===== src/sv/texmip_pkg.sv =====
package texmip_pkg;

   localparam int MAX_LEVELS = 15;
   localparam int MAX_LAYERS = 2048;

   localparam int CSR_IDX_W  = 3;
   localparam int CSR_DATA_W = 15;

   localparam logic [CSR_IDX_W-1:0] REG_IMAGE_WIDTH  = 3'd0;
   localparam logic [CSR_IDX_W-1:0] REG_IMAGE_HEIGHT = 3'd1;
   localparam logic [CSR_IDX_W-1:0] REG_MIP_COUNT    = 3'd2;
   localparam logic [CSR_IDX_W-1:0] REG_FORMAT_CODE  = 3'd3;
   localparam logic [CSR_IDX_W-1:0] REG_LAYER_COUNT  = 3'd4;

   localparam int MUL_A_W = 36;
   localparam int MUL_B_W = 16;
   localparam int MUL_P_W = MUL_A_W + MUL_B_W;

   localparam int FMT_COUNT = 36;
   localparam logic [5:0] FMT_BC_FIRST = 6'd25;
   localparam logic [5:0] FMT_BC_LAST  = 6'd29;

   localparam logic [4:0] FMT_UNIT [0:FMT_COUNT-1] = '{
      5'd1, 5'd2, 5'd3, 5'd4, 5'd4, 5'd2, 5'd4, 5'd6, 5'd8, 5'd2, 5'd4, 5'd6,
      5'd8, 5'd4, 5'd8, 5'd12, 5'd16,
      5'd1, 5'd4, 5'd1, 5'd2, 5'd3, 5'd4, 5'd4, 5'd4,
      5'd8, 5'd16, 5'd16, 5'd16, 5'd16,
      5'd2, 5'd3, 5'd4, 5'd4, 5'd5,
      5'd0
   };

   typedef struct packed {
      logic [10:0] layer;
      logic [3:0]  level;
   } req_type;

   typedef struct packed {
      logic        level_valid;
      logic [43:0] byte_offset;
      logic [32:0] level_bytes;
      logic [43:0] total_bytes;
   } rsp_type;

   typedef struct packed {
      logic [14:0] width;
      logic [14:0] height;
      logic [4:0]  mips;
      logic [4:0]  unit;
      logic        compressed;
      logic [11:0] layers;
   } cfg_type;

endpackage


===== src/sv/texmip_csr.sv =====
module texmip_csr (
   input  logic                                clock,
   input  logic                                reset,
   input  logic                                csr_wr_en,
   input  logic [texmip_pkg::CSR_IDX_W-1:0]    csr_index,
   input  logic [texmip_pkg::CSR_DATA_W-1:0]   csr_wdata,
   output texmip_pkg::cfg_type                 cfg
);

   logic [14:0] width_ff;
   logic [14:0] height_ff;
   logic [3:0]  mip_count_ff;
   logic [5:0]  format_ff;
   logic [11:0] layer_count_ff;

   always_ff @(posedge clock) begin
      if (reset) begin
         width_ff       <= 15'd1;
         height_ff      <= 15'd1;
         mip_count_ff   <= 4'd1;
         format_ff      <= 6'd3;
         layer_count_ff <= 12'd1;
      end else if (csr_wr_en) begin
         unique case (csr_index)
            texmip_pkg::REG_IMAGE_WIDTH:  width_ff       <= csr_wdata[14:0];
            texmip_pkg::REG_IMAGE_HEIGHT: height_ff      <= csr_wdata[14:0];
            texmip_pkg::REG_MIP_COUNT:    mip_count_ff   <= csr_wdata[3:0];
            texmip_pkg::REG_FORMAT_CODE:  format_ff      <= csr_wdata[5:0];
            texmip_pkg::REG_LAYER_COUNT:  layer_count_ff <= csr_wdata[11:0];
            default: ;
         endcase
      end
   end

   always_comb begin
      cfg.width  = width_ff;
      cfg.height = height_ff;
      cfg.mips   = (32'(mip_count_ff) > texmip_pkg::MAX_LEVELS)
                   ? 5'(texmip_pkg::MAX_LEVELS) : {1'b0, mip_count_ff};
      cfg.layers = (32'(layer_count_ff) > texmip_pkg::MAX_LAYERS)
                   ? 12'(texmip_pkg::MAX_LAYERS) : layer_count_ff;
      cfg.unit   = (32'(format_ff) < texmip_pkg::FMT_COUNT)
                   ? texmip_pkg::FMT_UNIT[format_ff] : 5'd0;
      cfg.compressed = (format_ff >= texmip_pkg::FMT_BC_FIRST) &&
                       (format_ff <= texmip_pkg::FMT_BC_LAST);
   end

endmodule


===== src/sv/texmip_mul.sv =====
module texmip_mul (
   input  logic                              clock,
   input  logic [texmip_pkg::MUL_A_W-1:0]    a,
   input  logic [texmip_pkg::MUL_B_W-1:0]    b,
   output logic [texmip_pkg::MUL_P_W-1:0]    p
);

   logic [texmip_pkg::MUL_P_W-1:0] p_ff;

   always_ff @(posedge clock) begin
      p_ff <= texmip_pkg::MUL_P_W'(a) * texmip_pkg::MUL_P_W'(b);
   end

   assign p = p_ff;

endmodule


===== src/sv/texture_mip_layout_calculator.sv =====
// Texture mip layout calculator.
// Configuration: csr_wr_en/csr_index/csr_wdata write one register per cycle
// (width, height, mip count, format code, layer count); write only while idle.
// Request channel: req_valid/req_stall/req_data carries a word with the layer
// and mip level. Response channel: rsp_valid/rsp_stall/rsp_data returns one
// word per request: valid flag, byte offset, level size and whole image size.
// A request is taken only while the block is idle; req_stall is high during
// the computation. One shared multiplier walks the level chain, a MULA and a
// MULB state per level, over the larger of the mip count and level+1 levels;
// the LAST, LAYER, TOTAL and FIN states then lead to the response word.
// The response sits in an output register; a new request is accepted while
// it waits, and a finished computation holds until that register is free.
// When the receiver stalls, rsp_data holds steady. Synchronous reset clears
// the sequencer and the response valid and loads the registers' reset values.
module texture_mip_layout_calculator (
   input  logic                               clock,
   input  logic                               reset,
   input  logic                               csr_wr_en,
   input  logic [texmip_pkg::CSR_IDX_W-1:0]   csr_index,
   input  logic [texmip_pkg::CSR_DATA_W-1:0]  csr_wdata,
   input  logic                               req_valid,
   output logic                               req_stall,
   input  texmip_pkg::req_type                req_data,
   output logic                               rsp_valid,
   input  logic                               rsp_stall,
   output texmip_pkg::rsp_type                rsp_data
);

   localparam logic [2:0] S_IDLE  = 3'd0;
   localparam logic [2:0] S_MULA  = 3'd1;
   localparam logic [2:0] S_MULB  = 3'd2;
   localparam logic [2:0] S_LAST  = 3'd3;
   localparam logic [2:0] S_LAYER = 3'd4;
   localparam logic [2:0] S_TOTAL = 3'd5;
   localparam logic [2:0] S_FIN   = 3'd6;

   localparam int PW = texmip_pkg::MUL_P_W;

   texmip_pkg::cfg_type cfg;

   logic [texmip_pkg::MUL_A_W-1:0] mul_a;
   logic [texmip_pkg::MUL_B_W-1:0] mul_b;
   logic [PW-1:0]                  mul_p;

   logic [2:0]  state_ff, state_in;
   logic [4:0]  idx_ff, idx_in;
   logic [4:0]  last_ff, last_in;
   logic        acc_ff, acc_in;
   logic [4:0]  acc_lvl_ff, acc_lvl_in;
   logic [14:0] w_ff, w_in;
   logic [14:0] h_ff, h_in;
   logic [10:0] layer_ff, layer_in;
   logic [3:0]  level_ff, level_in;
   logic        valid_ff, valid_in;
   logic [35:0] lsize_ff, lsize_in;
   logic [35:0] before_ff, before_in;
   logic [32:0] lbytes_ff, lbytes_in;
   logic [43:0] offset_ff, offset_in;
   logic        rsp_valid_ff, rsp_valid_in;
   texmip_pkg::rsp_type rsp_data_ff, rsp_data_in;

   logic [14:0] w_dim, h_dim;
   logic [33:0] lvl_size;
   logic [4:0]  req_n;
   logic [PW:0] ofs_sum;
   logic        out_free;

   texmip_csr u_csr (
      .clock     (clock),
      .reset     (reset),
      .csr_wr_en (csr_wr_en),
      .csr_index (csr_index),
      .csr_wdata (csr_wdata),
      .cfg       (cfg)
   );

   texmip_mul u_mul (
      .clock (clock),
      .a     (mul_a),
      .b     (mul_b),
      .p     (mul_p)
   );

   assign req_stall = (state_ff != S_IDLE);
   assign rsp_valid = rsp_valid_ff;
   assign rsp_data  = rsp_data_ff;
   assign out_free  = !rsp_valid_ff || !rsp_stall;

   // block-compressed levels count 4x4 blocks, rounding up
   assign w_dim = cfg.compressed ? 15'((16'(w_ff) + 16'd3) >> 2) : w_ff;
   assign h_dim = cfg.compressed ? 15'((16'(h_ff) + 16'd3) >> 2) : h_ff;
   assign lvl_size = mul_p[33:0];
   assign req_n = ((5'(req_data.level) + 5'd1) > cfg.mips)
                  ? (5'(req_data.level) + 5'd1) : cfg.mips;
   assign ofs_sum = (PW+1)'(mul_p) + (PW+1)'(before_ff);

   always_comb begin
      state_in     = state_ff;
      idx_in       = idx_ff;
      last_in      = last_ff;
      acc_in       = 1'b0;
      acc_lvl_in   = acc_lvl_ff;
      w_in         = w_ff;
      h_in         = h_ff;
      layer_in     = layer_ff;
      level_in     = level_ff;
      valid_in     = valid_ff;
      lsize_in     = lsize_ff;
      before_in    = before_ff;
      lbytes_in    = lbytes_ff;
      offset_in    = offset_ff;
      rsp_valid_in = rsp_valid_ff && rsp_stall;
      rsp_data_in  = rsp_data_ff;
      mul_a        = texmip_pkg::MUL_A_W'(w_dim);
      mul_b        = texmip_pkg::MUL_B_W'(cfg.unit);

      // fold in the level size finished in the previous cycle
      if (acc_ff) begin
         if (acc_lvl_ff < cfg.mips) begin
            lsize_in = lsize_ff + 36'(lvl_size);
            if (acc_lvl_ff < 5'(level_ff)) begin
               before_in = before_ff + 36'(lvl_size);
            end
         end
         if (acc_lvl_ff == 5'(level_ff)) begin
            lbytes_in = lvl_size[33] ? '1 : lvl_size[32:0];
         end
      end

      unique case (state_ff)
         S_IDLE: begin
            if (req_valid) begin
               layer_in  = req_data.layer;
               level_in  = req_data.level;
               valid_in  = 5'(req_data.level) < cfg.mips;
               last_in   = req_n - 5'd1;
               idx_in    = 5'd0;
               w_in      = cfg.width;
               h_in      = cfg.height;
               lsize_in  = '0;
               before_in = '0;
               lbytes_in = '0;
               state_in  = S_MULA;
            end
         end
         S_MULA: begin
            state_in = S_MULB;
         end
         S_MULB: begin
            mul_a      = mul_p[texmip_pkg::MUL_A_W-1:0];
            mul_b      = texmip_pkg::MUL_B_W'(h_dim);
            acc_in     = 1'b1;
            acc_lvl_in = idx_ff;
            idx_in     = idx_ff + 5'd1;
            w_in       = w_ff >> 1;
            h_in       = h_ff >> 1;
            state_in   = (idx_ff == last_ff) ? S_LAST : S_MULA;
         end
         S_LAST: begin
            state_in = S_LAYER;
         end
         S_LAYER: begin
            mul_a    = lsize_ff;
            mul_b    = texmip_pkg::MUL_B_W'(layer_ff);
            state_in = S_TOTAL;
         end
         S_TOTAL: begin
            mul_a = lsize_ff;
            mul_b = texmip_pkg::MUL_B_W'(cfg.layers);
            if (!valid_ff) begin
               offset_in = '0;
            end else if (|ofs_sum[PW:44]) begin
               offset_in = '1;
            end else begin
               offset_in = ofs_sum[43:0];
            end
            state_in = S_FIN;
         end
         S_FIN: begin
            // keep the total product steady while the output register is busy
            mul_a = lsize_ff;
            mul_b = texmip_pkg::MUL_B_W'(cfg.layers);
            if (out_free) begin
               rsp_valid_in             = 1'b1;
               rsp_data_in.level_valid  = valid_ff;
               rsp_data_in.byte_offset  = offset_ff;
               rsp_data_in.level_bytes  = lbytes_ff;
               rsp_data_in.total_bytes  = (|mul_p[PW-1:44]) ? '1 : mul_p[43:0];
               state_in                 = S_IDLE;
            end
         end
         default: begin
            state_in = S_IDLE;
         end
      endcase
   end

   always_ff @(posedge clock) begin
      if (reset) begin
         state_ff     <= S_IDLE;
         acc_ff       <= 1'b0;
         rsp_valid_ff <= 1'b0;
      end else begin
         state_ff     <= state_in;
         acc_ff       <= acc_in;
         rsp_valid_ff <= rsp_valid_in;
      end
   end

   always_ff @(posedge clock) begin
      idx_ff      <= idx_in;
      last_ff     <= last_in;
      acc_lvl_ff  <= acc_lvl_in;
      w_ff        <= w_in;
      h_ff        <= h_in;
      layer_ff    <= layer_in;
      level_ff    <= level_in;
      valid_ff    <= valid_in;
      lsize_ff    <= lsize_in;
      before_ff   <= before_in;
      lbytes_ff   <= lbytes_in;
      offset_ff   <= offset_in;
      rsp_data_ff <= rsp_data_in;
   end

`ifndef SYNTHESIS
   a_accept_starts: assert property (@(posedge clock) disable iff (reset)
      (req_valid && !req_stall) |=> (state_ff == S_MULA))
      else $error("accepted request did not start the level walk");

   a_idx_bound: assert property (@(posedge clock) disable iff (reset)
      (state_ff == S_MULB) |-> (idx_ff <= last_ff))
      else $error("level index ran past the last level");

   a_before_le_size: assert property (@(posedge clock) disable iff (reset)
      (state_ff == S_LAYER) |-> (before_ff <= lsize_ff))
      else $error("earlier-level sum exceeds layer size");

   a_invalid_zero: assert property (@(posedge clock) disable iff (reset)
      (rsp_valid_ff && !rsp_data_ff.level_valid) |-> (rsp_data_ff.byte_offset == 44'd0))
      else $error("invalid level carries a nonzero offset");

   a_word_drains: assert property (@(posedge clock) disable iff (reset)
      (rsp_valid_ff && !rsp_stall && (state_ff != S_FIN)) |=> !rsp_valid_ff)
      else $error("response word repeated after it was taken");
`endif

endmodule


===== config.mk =====
export PLATFORM = sky130hd
export DESIGN_NAME = texture_mip_layout_calculator
export DESIGN_NICKNAME = d
export VERILOG_FILES = /design/src/sv/texmip_pkg.sv /design/src/sv/texmip_csr.sv /design/src/sv/texmip_mul.sv /design/src/sv/texture_mip_layout_calculator.sv
export SDC_FILE = /design/constraint.sdc
export NUM_CORES = 2
export LEC_CHECK = 0
export ABC_AREA = 1
export BUFFER_PORTS_ARGS = -buffer_cell sky130_fd_sc_hd__buf_4
export CORE_ASPECT_RATIO = 1.25
export CORE_UTILIZATION = 33
export CTS_CLUSTER_SIZE = 10
export DETAILED_ROUTE_END_ITERATION = 10
export SLEW_MARGIN = 10
export SYNTH_ARGS = -nofsm -noshare
export SYNTH_HDL_FRONTEND = slang
export SYNTH_SLANG_ARGS = --single-unit

===== constraint.sdc =====
create_clock -name clock -period 9.5 [get_ports clock]
set_input_delay 1.425 -clock clock [delete_from_list [all_inputs] [get_ports clock]]
set_output_delay 1.425 -clock clock [all_outputs]
set_load 0.02 [all_outputs]

# Word-level counts from Yosys, hierarchy flattened
# Memories as Yosys holds them, arrays and structs flattened.
# Index checks and enable logic that the tools add are counted.
[totals]
mem_count = 1
input_bits = 38
out_inout_bits = 124
mem_bits_ro = 320
ff_bits = 441
word_cells = 118
[mem_list]
columns = ["memory", "words", "word_bits", "read_ports", "rd_clocked_by_memory_dff", "write_ports", "line", "rtl"]
rows = [
  ["(no name shown)", 64, 5, 1, 0, 0, "texmip_csr.sv:43", "? texmip_pkg::FMT_UNIT[format_ff] : 5'd0;"],
]
[op_classes]
reduce_logical = 22
add_sub_neg = 8
bitwise = 1
mul = 1
mux = 37
n_lt_le_gt_ge = 9
n_eq_ne = 14
[op_table]
columns = ["op", "count"]
rows = [
  ["$mux W36", 9],
  ["$mux W33", 5],
  ["$add A36 B34 Y36", 2],
  ["$pmux W36 S2", 1],
  ["$mux W15", 4],
  ["$pmux W15 S2", 2],
  ["$add A52 B36 Y53", 1],
  ["$mul A36 B15 Y51", 1],
  ["$pmux W15 S3", 1],
  ["$mux W44", 1],
  ["$add A15 B2 Y16 const B", 2],
  ["$mux W5", 5],
  ["$pmux W3 S7", 1],
  ["$reduce_and A2 Y1", 9],
  ["$eq A3 B2 Y1 const B", 4],
  ["$eq A3 B3 Y1 const B", 4],
  ["$gt A12 B12 Y1 const B", 1],
  ["$mux W12", 1],
  ["$lt A5 B4 Y1", 2],
  ["$pmux W5 S2", 1],
  ["$reduce_or A9 Y1", 1],
  ["$reduce_or A8 Y1", 1],
  ["$ge A7 B7 Y1 const B", 1],
  ["$not A6 Y7", 1],
  ["other kinds (23)", 31],
]

# Longest topological paths before layout
[logic_depth]
depth_word = 7
ltp_mapped = 38
ltp_nobuf = 37

# Hierarchy
# A second synthesis with hierarchy kept.
[hier_totals]
cells_unflattened = 5899
area_unflattened_um2 = 43922.1
[modules_own_cells]
columns = ["module", "n_inst", "area_per_inst_um2", "seq_area_each_um2", "cells_per_inst"]
rows = [
  ["texmip_mul", 1, 21388.0, 1041.0, 2994],
  ["texture_mip_layout_calculator", 1, 20145.6, 9018.6, 2558],
  ["texmip_csr", 1, 2388.5, 1041.0, 347],
]

# Worst setup path before layout
# OpenSTA, ideal clock, no wires.
[synth_timing]
path_type = "input port to flip-flop"
from = "input rsp_stall"
to = "register rsp_data_ff (netlist bit rsp_data[0]) (enable)"
setup_ns = 0.606
setup_slack_ns = 2.308
required_ns = 8.894
stages = 3
path_buffers = 0
t_arrival_ns = 6.586
cell_sequence = "nand2_1 > inv_1 > nor2_1"
[synth_via]
elab_chain_cells = 3
[synth_rtl]
columns = ["element", "line", "rtl"]
rows = [
  ["from (decl)", "texture_mip_layout_calculator.sv:25", "input logic rsp_stall,"],
  ["$logic_not A1 Y1", "texture_mip_layout_calculator.sv:87", "assign out_free = !rsp_valid_ff || !rsp_stall;"],
  ["$logic_or A1 B1 Y1", "texture_mip_layout_calculator.sv:87", ""],
  ["$reduce_and A2 Y1 (no source line)", "--", ""],
  ["to (signal assigned)", "texture_mip_layout_calculator.sv:223", "rsp_data_ff <= rsp_data_in;"],
  ["to (decl)", "texture_mip_layout_calculator.sv:60", "texmip_pkg::rsp_type rsp_data_ff, rsp_data_in;"],
]
# No other way between the ends.
# A chain may end at the register's enable or synchronous reset.

# Final worst setup path
[layout_timing]
from = "register u_csr.format_ff[1]"
to = "register u_mul.p_ff (netlist bit u_mul.p[40])"
[layout_via]
elab_chain_cells = 7
elab_cells_between_ends = 14
classes_between = "mul (1); order compare (3); mux (7); bitwise (1); reduce/logical (1); memory (1)"
[layout_rtl]
columns = ["element", "line", "rtl"]
rows = [
  ["from (decl)", "texmip_csr.sv:13", "logic [5:0] format_ff;"],
  ["from (signal assigned)", "texmip_csr.sv:28", "texmip_pkg::REG_FORMAT_CODE: format_ff <= csr_wdata[5:0];"],
  ["$not A6 Y7 (implied by the code)", "texmip_csr.sv:43", ""],
  ["$mem_v2 Z64 W5", "--", ""],
  ["$mux W5 (implied by the code) (2 in a row)", "texmip_csr.sv:43", ""],
  ["$mux W5", "texmip_csr.sv:43", ""],
  ["$pmux W15 S3", "texture_mip_layout_calculator.sv:130", "unique case (state_ff)"],
  ["$mul A36 B15 Y51 (*)", "texmip_mul.sv:11", "p_ff <= texmip_pkg::MUL_P_W'(a) * texmip_pkg::MUL_P_W'(b);"],
  ["to (signal assigned)", "texmip_mul.sv:11", ""],
  ["to (decl)", "texmip_mul.sv:8", "logic [texmip_pkg::MUL_P_W-1:0] p_ff;"],
]
# Every way passes the cells marked *; elsewhere a longest branch is shown, timed or not. The select of a mux whose other input is x is not followed.

==> impl_metrics.py <==
metrics = {
    "run_status": {
        "status": "completed",
    },
    "power_and_ir_drop": {
        "p_clk_share_pct": 24.5,
        "p_leak_nw": 21.0,
        "p_sw_mw": 3.22,
        "p_total_mw": 7.58,
        "pwr-share-comb_pct": 43.3,
        "p_int_mw": 4.36,
        "p_per_area_nw_per_um2": 171,
        "ir_worst_vdd_mv": 0.155,
        "swShare_pct": 42.5,
        "power.share.sequential_pct": 32.1,
    },
    "critical_path": {
        "cp_top_family": "adder cells",
        "crit_path_frequent_cell": "inv_1",
        "critPathMaxFanout": 24,
        "cp.arrival_ns": 8.78,
        "cp_slowest_cell": "fa_1",
        "cpPeakStageDelay_ns": 0.53,
        "start_kind": "flip-flop",
        "crit_buf_inv": 10,
        "crit_required_ns": 10.06,
        "end_kind": "flip-flop",
        "path_class": "flip-flop to flip-flop",
        "worst-r2r-setup-slack_ns": 1.28,
    },
    "floorplanning": {
        "core_area_um2": 120000,
        "die-width_um": 313,
        "ios": 162,
        "start_util_pct": 33.2,
        "rows": 142,
        "die_h_um": 390,
        "design.die.area_um2": 122000,
    },
    "timing": {
        "setup_tns_ns": 0,
        "setup_viol": 0,
        "slew_violations": 0,
        "skew_ns": 0.0533,
        "rsz0062_at_grt": "false",
        "max_freq_mhz": 122,
        "final_hold_viol_count": 0,
        "maxSlewHeadroom_pct": 24.0,
        "min_period_ns": 8.22,
        "holdWs_ns": 0.416,
        "setup_ws_ns": 1.28,
        "timing.final.crit_share_pct": 86.5,
        "worst_slew_pin_slew_ns": 1.14,
    },
    "hold_path": {
        "min_path_type": "flip-flop to flip-flop",
    },
    "clock_network": {
        "tritoncts": "yes",
        "cts_inserted_buffers": 51,
        "clkTransAtPathRegs_ns": 0.06,
        "post_cts_resized": 0,
        "holdBufCountCts": 0,
        "cts.sink_count": 440,
        "cts_buffer_depth": 3,
        "postCtsSetupRepairBufs": 0,
        "clkLatencyLatePin_ns": 0.64,
        "htree_levels": 2,
        "cts-root-buf": "clkbuf_16",
    },
    "drt": {
        "drt_pre_antenna_iters": 5,
        "avgRoutedWirePerCell_um": 18.7,
        "vias": 32700,
        "drt_wl_total_um": 125000,
        "drcViolationCount": 0,
        "drtAntennaViolNets": 0,
        "viasPerCell": 4.90,
        "drtIter0Drc": 2106,
    },
    "placement": {
        "dp_slack_ns": 1.38,
        "placedInstanceArea_um2": 42700,
        "hpwlAfterDp_um": 102000,
        "globalplace.congestion": 0.970,
        "io_buffers": 161,
    },
    "global_route": {
        "grt_use_total_pct": 20.5,
        "antenna_found_initial": 0,
        "grt_pass1_wl_um": 194000,
        "grt_max_degree": 70,
        "grt_pass1_vias": 34200,
        "overflow": 0,
    },
    "run": {
        "maxCapViolations": 0,
    },
    "logic_synthesis": {
        "synth_edf_count": 227,
        "ys_warn_count": 0,
        "ys.flop_type": "edfxtp_1",
        "seq_area_frac_synth_pct": 27.8,
        "synth.top_cell.area_share_pct": 22.2,
        "syn_area_um2": 39800,
        "syn_nets": 5621,
        "synth_top_area_cell": "fa_1",
        "async_reset_ff_share_pct": 0,
        "synth_area_leaders": "fa_1 (22%), edfxtp_1 (17%), dfxtp_1 (11%)",
        "synth-seq-cells": 440,
        "yosysUniqueCellTypes": 61,
        "syn_avg_cell_area_um2": 8.07,
        "syn_inst": 4930,
    },
    "final_layout": {
        "area_growth_pct": 11.2,
        "regArea_um2": 11100,
        "nFillCells": 12400,
        "fin_nets": 5746,
        "multi_input_area_um2": 24300,
        "stdcell_area_um2": 44300,
        "drive_above_1_share_pct": 6.95,
        "diodes": 0,
    },
}
[layout by cell type (no fill, tap or decap), types with 9 or more instances in the layout]
cell type / netlist / layout
a31oi_1: 27 / 27
nor2_1: 571 / 567
nand2_1: 1053 / 1053
nor2_2: 10 / 10
nand2_2: 9 / 9
inv_1: 974 / 973
a21o_1: 16 / 16
inv_2: 17 / 18
a22oi_2: 12 / 12
o211ai_1: 49 / 49
clkinv_1: 16 / 16
nor3_1: 62 / 61
edfxtp_1: 227 / 227
nor2_4: 6 / 10
dfxtp_1: 213 / 212
nand4_1: 28 / 28
clkbuf_1: 66 / 37
clkbuf_16: 0 / 51
buf_4: 12 / 208
a21oi_1: 209 / 209
ha_1: 211 / 211
o21bai_1: 15 / 15
fa_1: 442 / 442
xnor2_1: 46 / 46
a211oi_1: 38 / 38
xor2_1: 79 / 79
nand3_1: 149 / 149
o21ai_0: 224 / 224
[synthesized netlist by cell type, drive strengths merged (70+ instances only)]
| cell type | number |
|---|---|
| nand2 | 1063 |
| inv | 991 |
| nor2 | 587 |
| fa | 442 |
| o21ai | 228 |
| edfxtp | 227 |
| dfxtp | 213 |
| ha | 211 |
| a21oi | 209 |
| nand3 | 156 |
| xor2 | 79 |
| buf | 70 |
[cells by family (layout without fill, tap and decap cells)]
group / Yosys count / count (layout) / share of synthesized area, %
buffers and inverters: 1144 / 1310 / 11.2
AND/OR/NAND/NOR: 1925 / 1925 / 19.6
flip-flops: 440 / 440 / 27.8
adder cells (fa/ha/maj): 653 / 653 / 28.9
XOR/XNOR: 125 / 125 / 2.75
AO/OA/AOI/OAI: 643 / 643 / 9.69
[sequential cells by signal, summed over array words and instances, names as in the netlist, 11 cells and up]
register and flops:
rsp_data 122, u_csr.width_ff 15, u_mul.p 51, offset_ff 44
before_ff 36, w_ff 15, h_ff 15, lbytes_ff 33
lsize_ff 36, u_csr.layer_count_ff 12, u_csr.height_ff 15, layer_ff 11
[worst paths after layout]
kind | to | start | depth (start not counted)
max | u_mul.p[40] | u_csr.format_ff[1] | 33
min | rsp_data[60] | lbytes_ff[16] | 0
max reg2reg | u_mul.p[40] | u_csr.format_ff[1] | 33
min reg2reg | rsp_data[60] | lbytes_ff[16] | 0
[routing by layer]
| metal | part of all wire, % | global-route usage [%] | vias to the layer above |
|---|---|---|---|
| met5 | 0 | 0 | - |
| met3 | 4.5 | 1.66 | 252 |
| met2 | 51 | 37.6 | 972 |
| li1 | - | - | 15600 |
| met4 | 5.6 | 10.7 | 0 |
| met1 | 39 | 23.7 | 15900 |
[metrics by stage]
stage	utilization (%)	instances
finish	37.0	6680
global route	37.0	6680
CTS	37.0	6680
detailed placement	35.7	6586
global placement	35.7	6586
floorplan	-	4930
[power by group through the flow]
stage                     Combinational [mW]  Clock [mW]  Sequential [mW]
final                                   3.28        1.86             2.43
after global routing                    3.74        1.98             2.45
after CTS                               3.29        1.91             2.44
after detailed placement                3.26           0             2.48
after global placement                  3.24           0             2.48
after floorplan                         2.38           0             2.34
[cell type report]
type                            count  share of cell area (%)
Multi-Input combinational cell   3346                    54.9
Sequential cell                   440                    25.0
Inverter                         1008                    8.55
Tap cell                         1584                    4.48
Timing Repair Buffer              208                    3.53
Clock buffer                       89                    3.23
Clock inverter                      5                   0.269
Power figures use the tool's default switching activity.
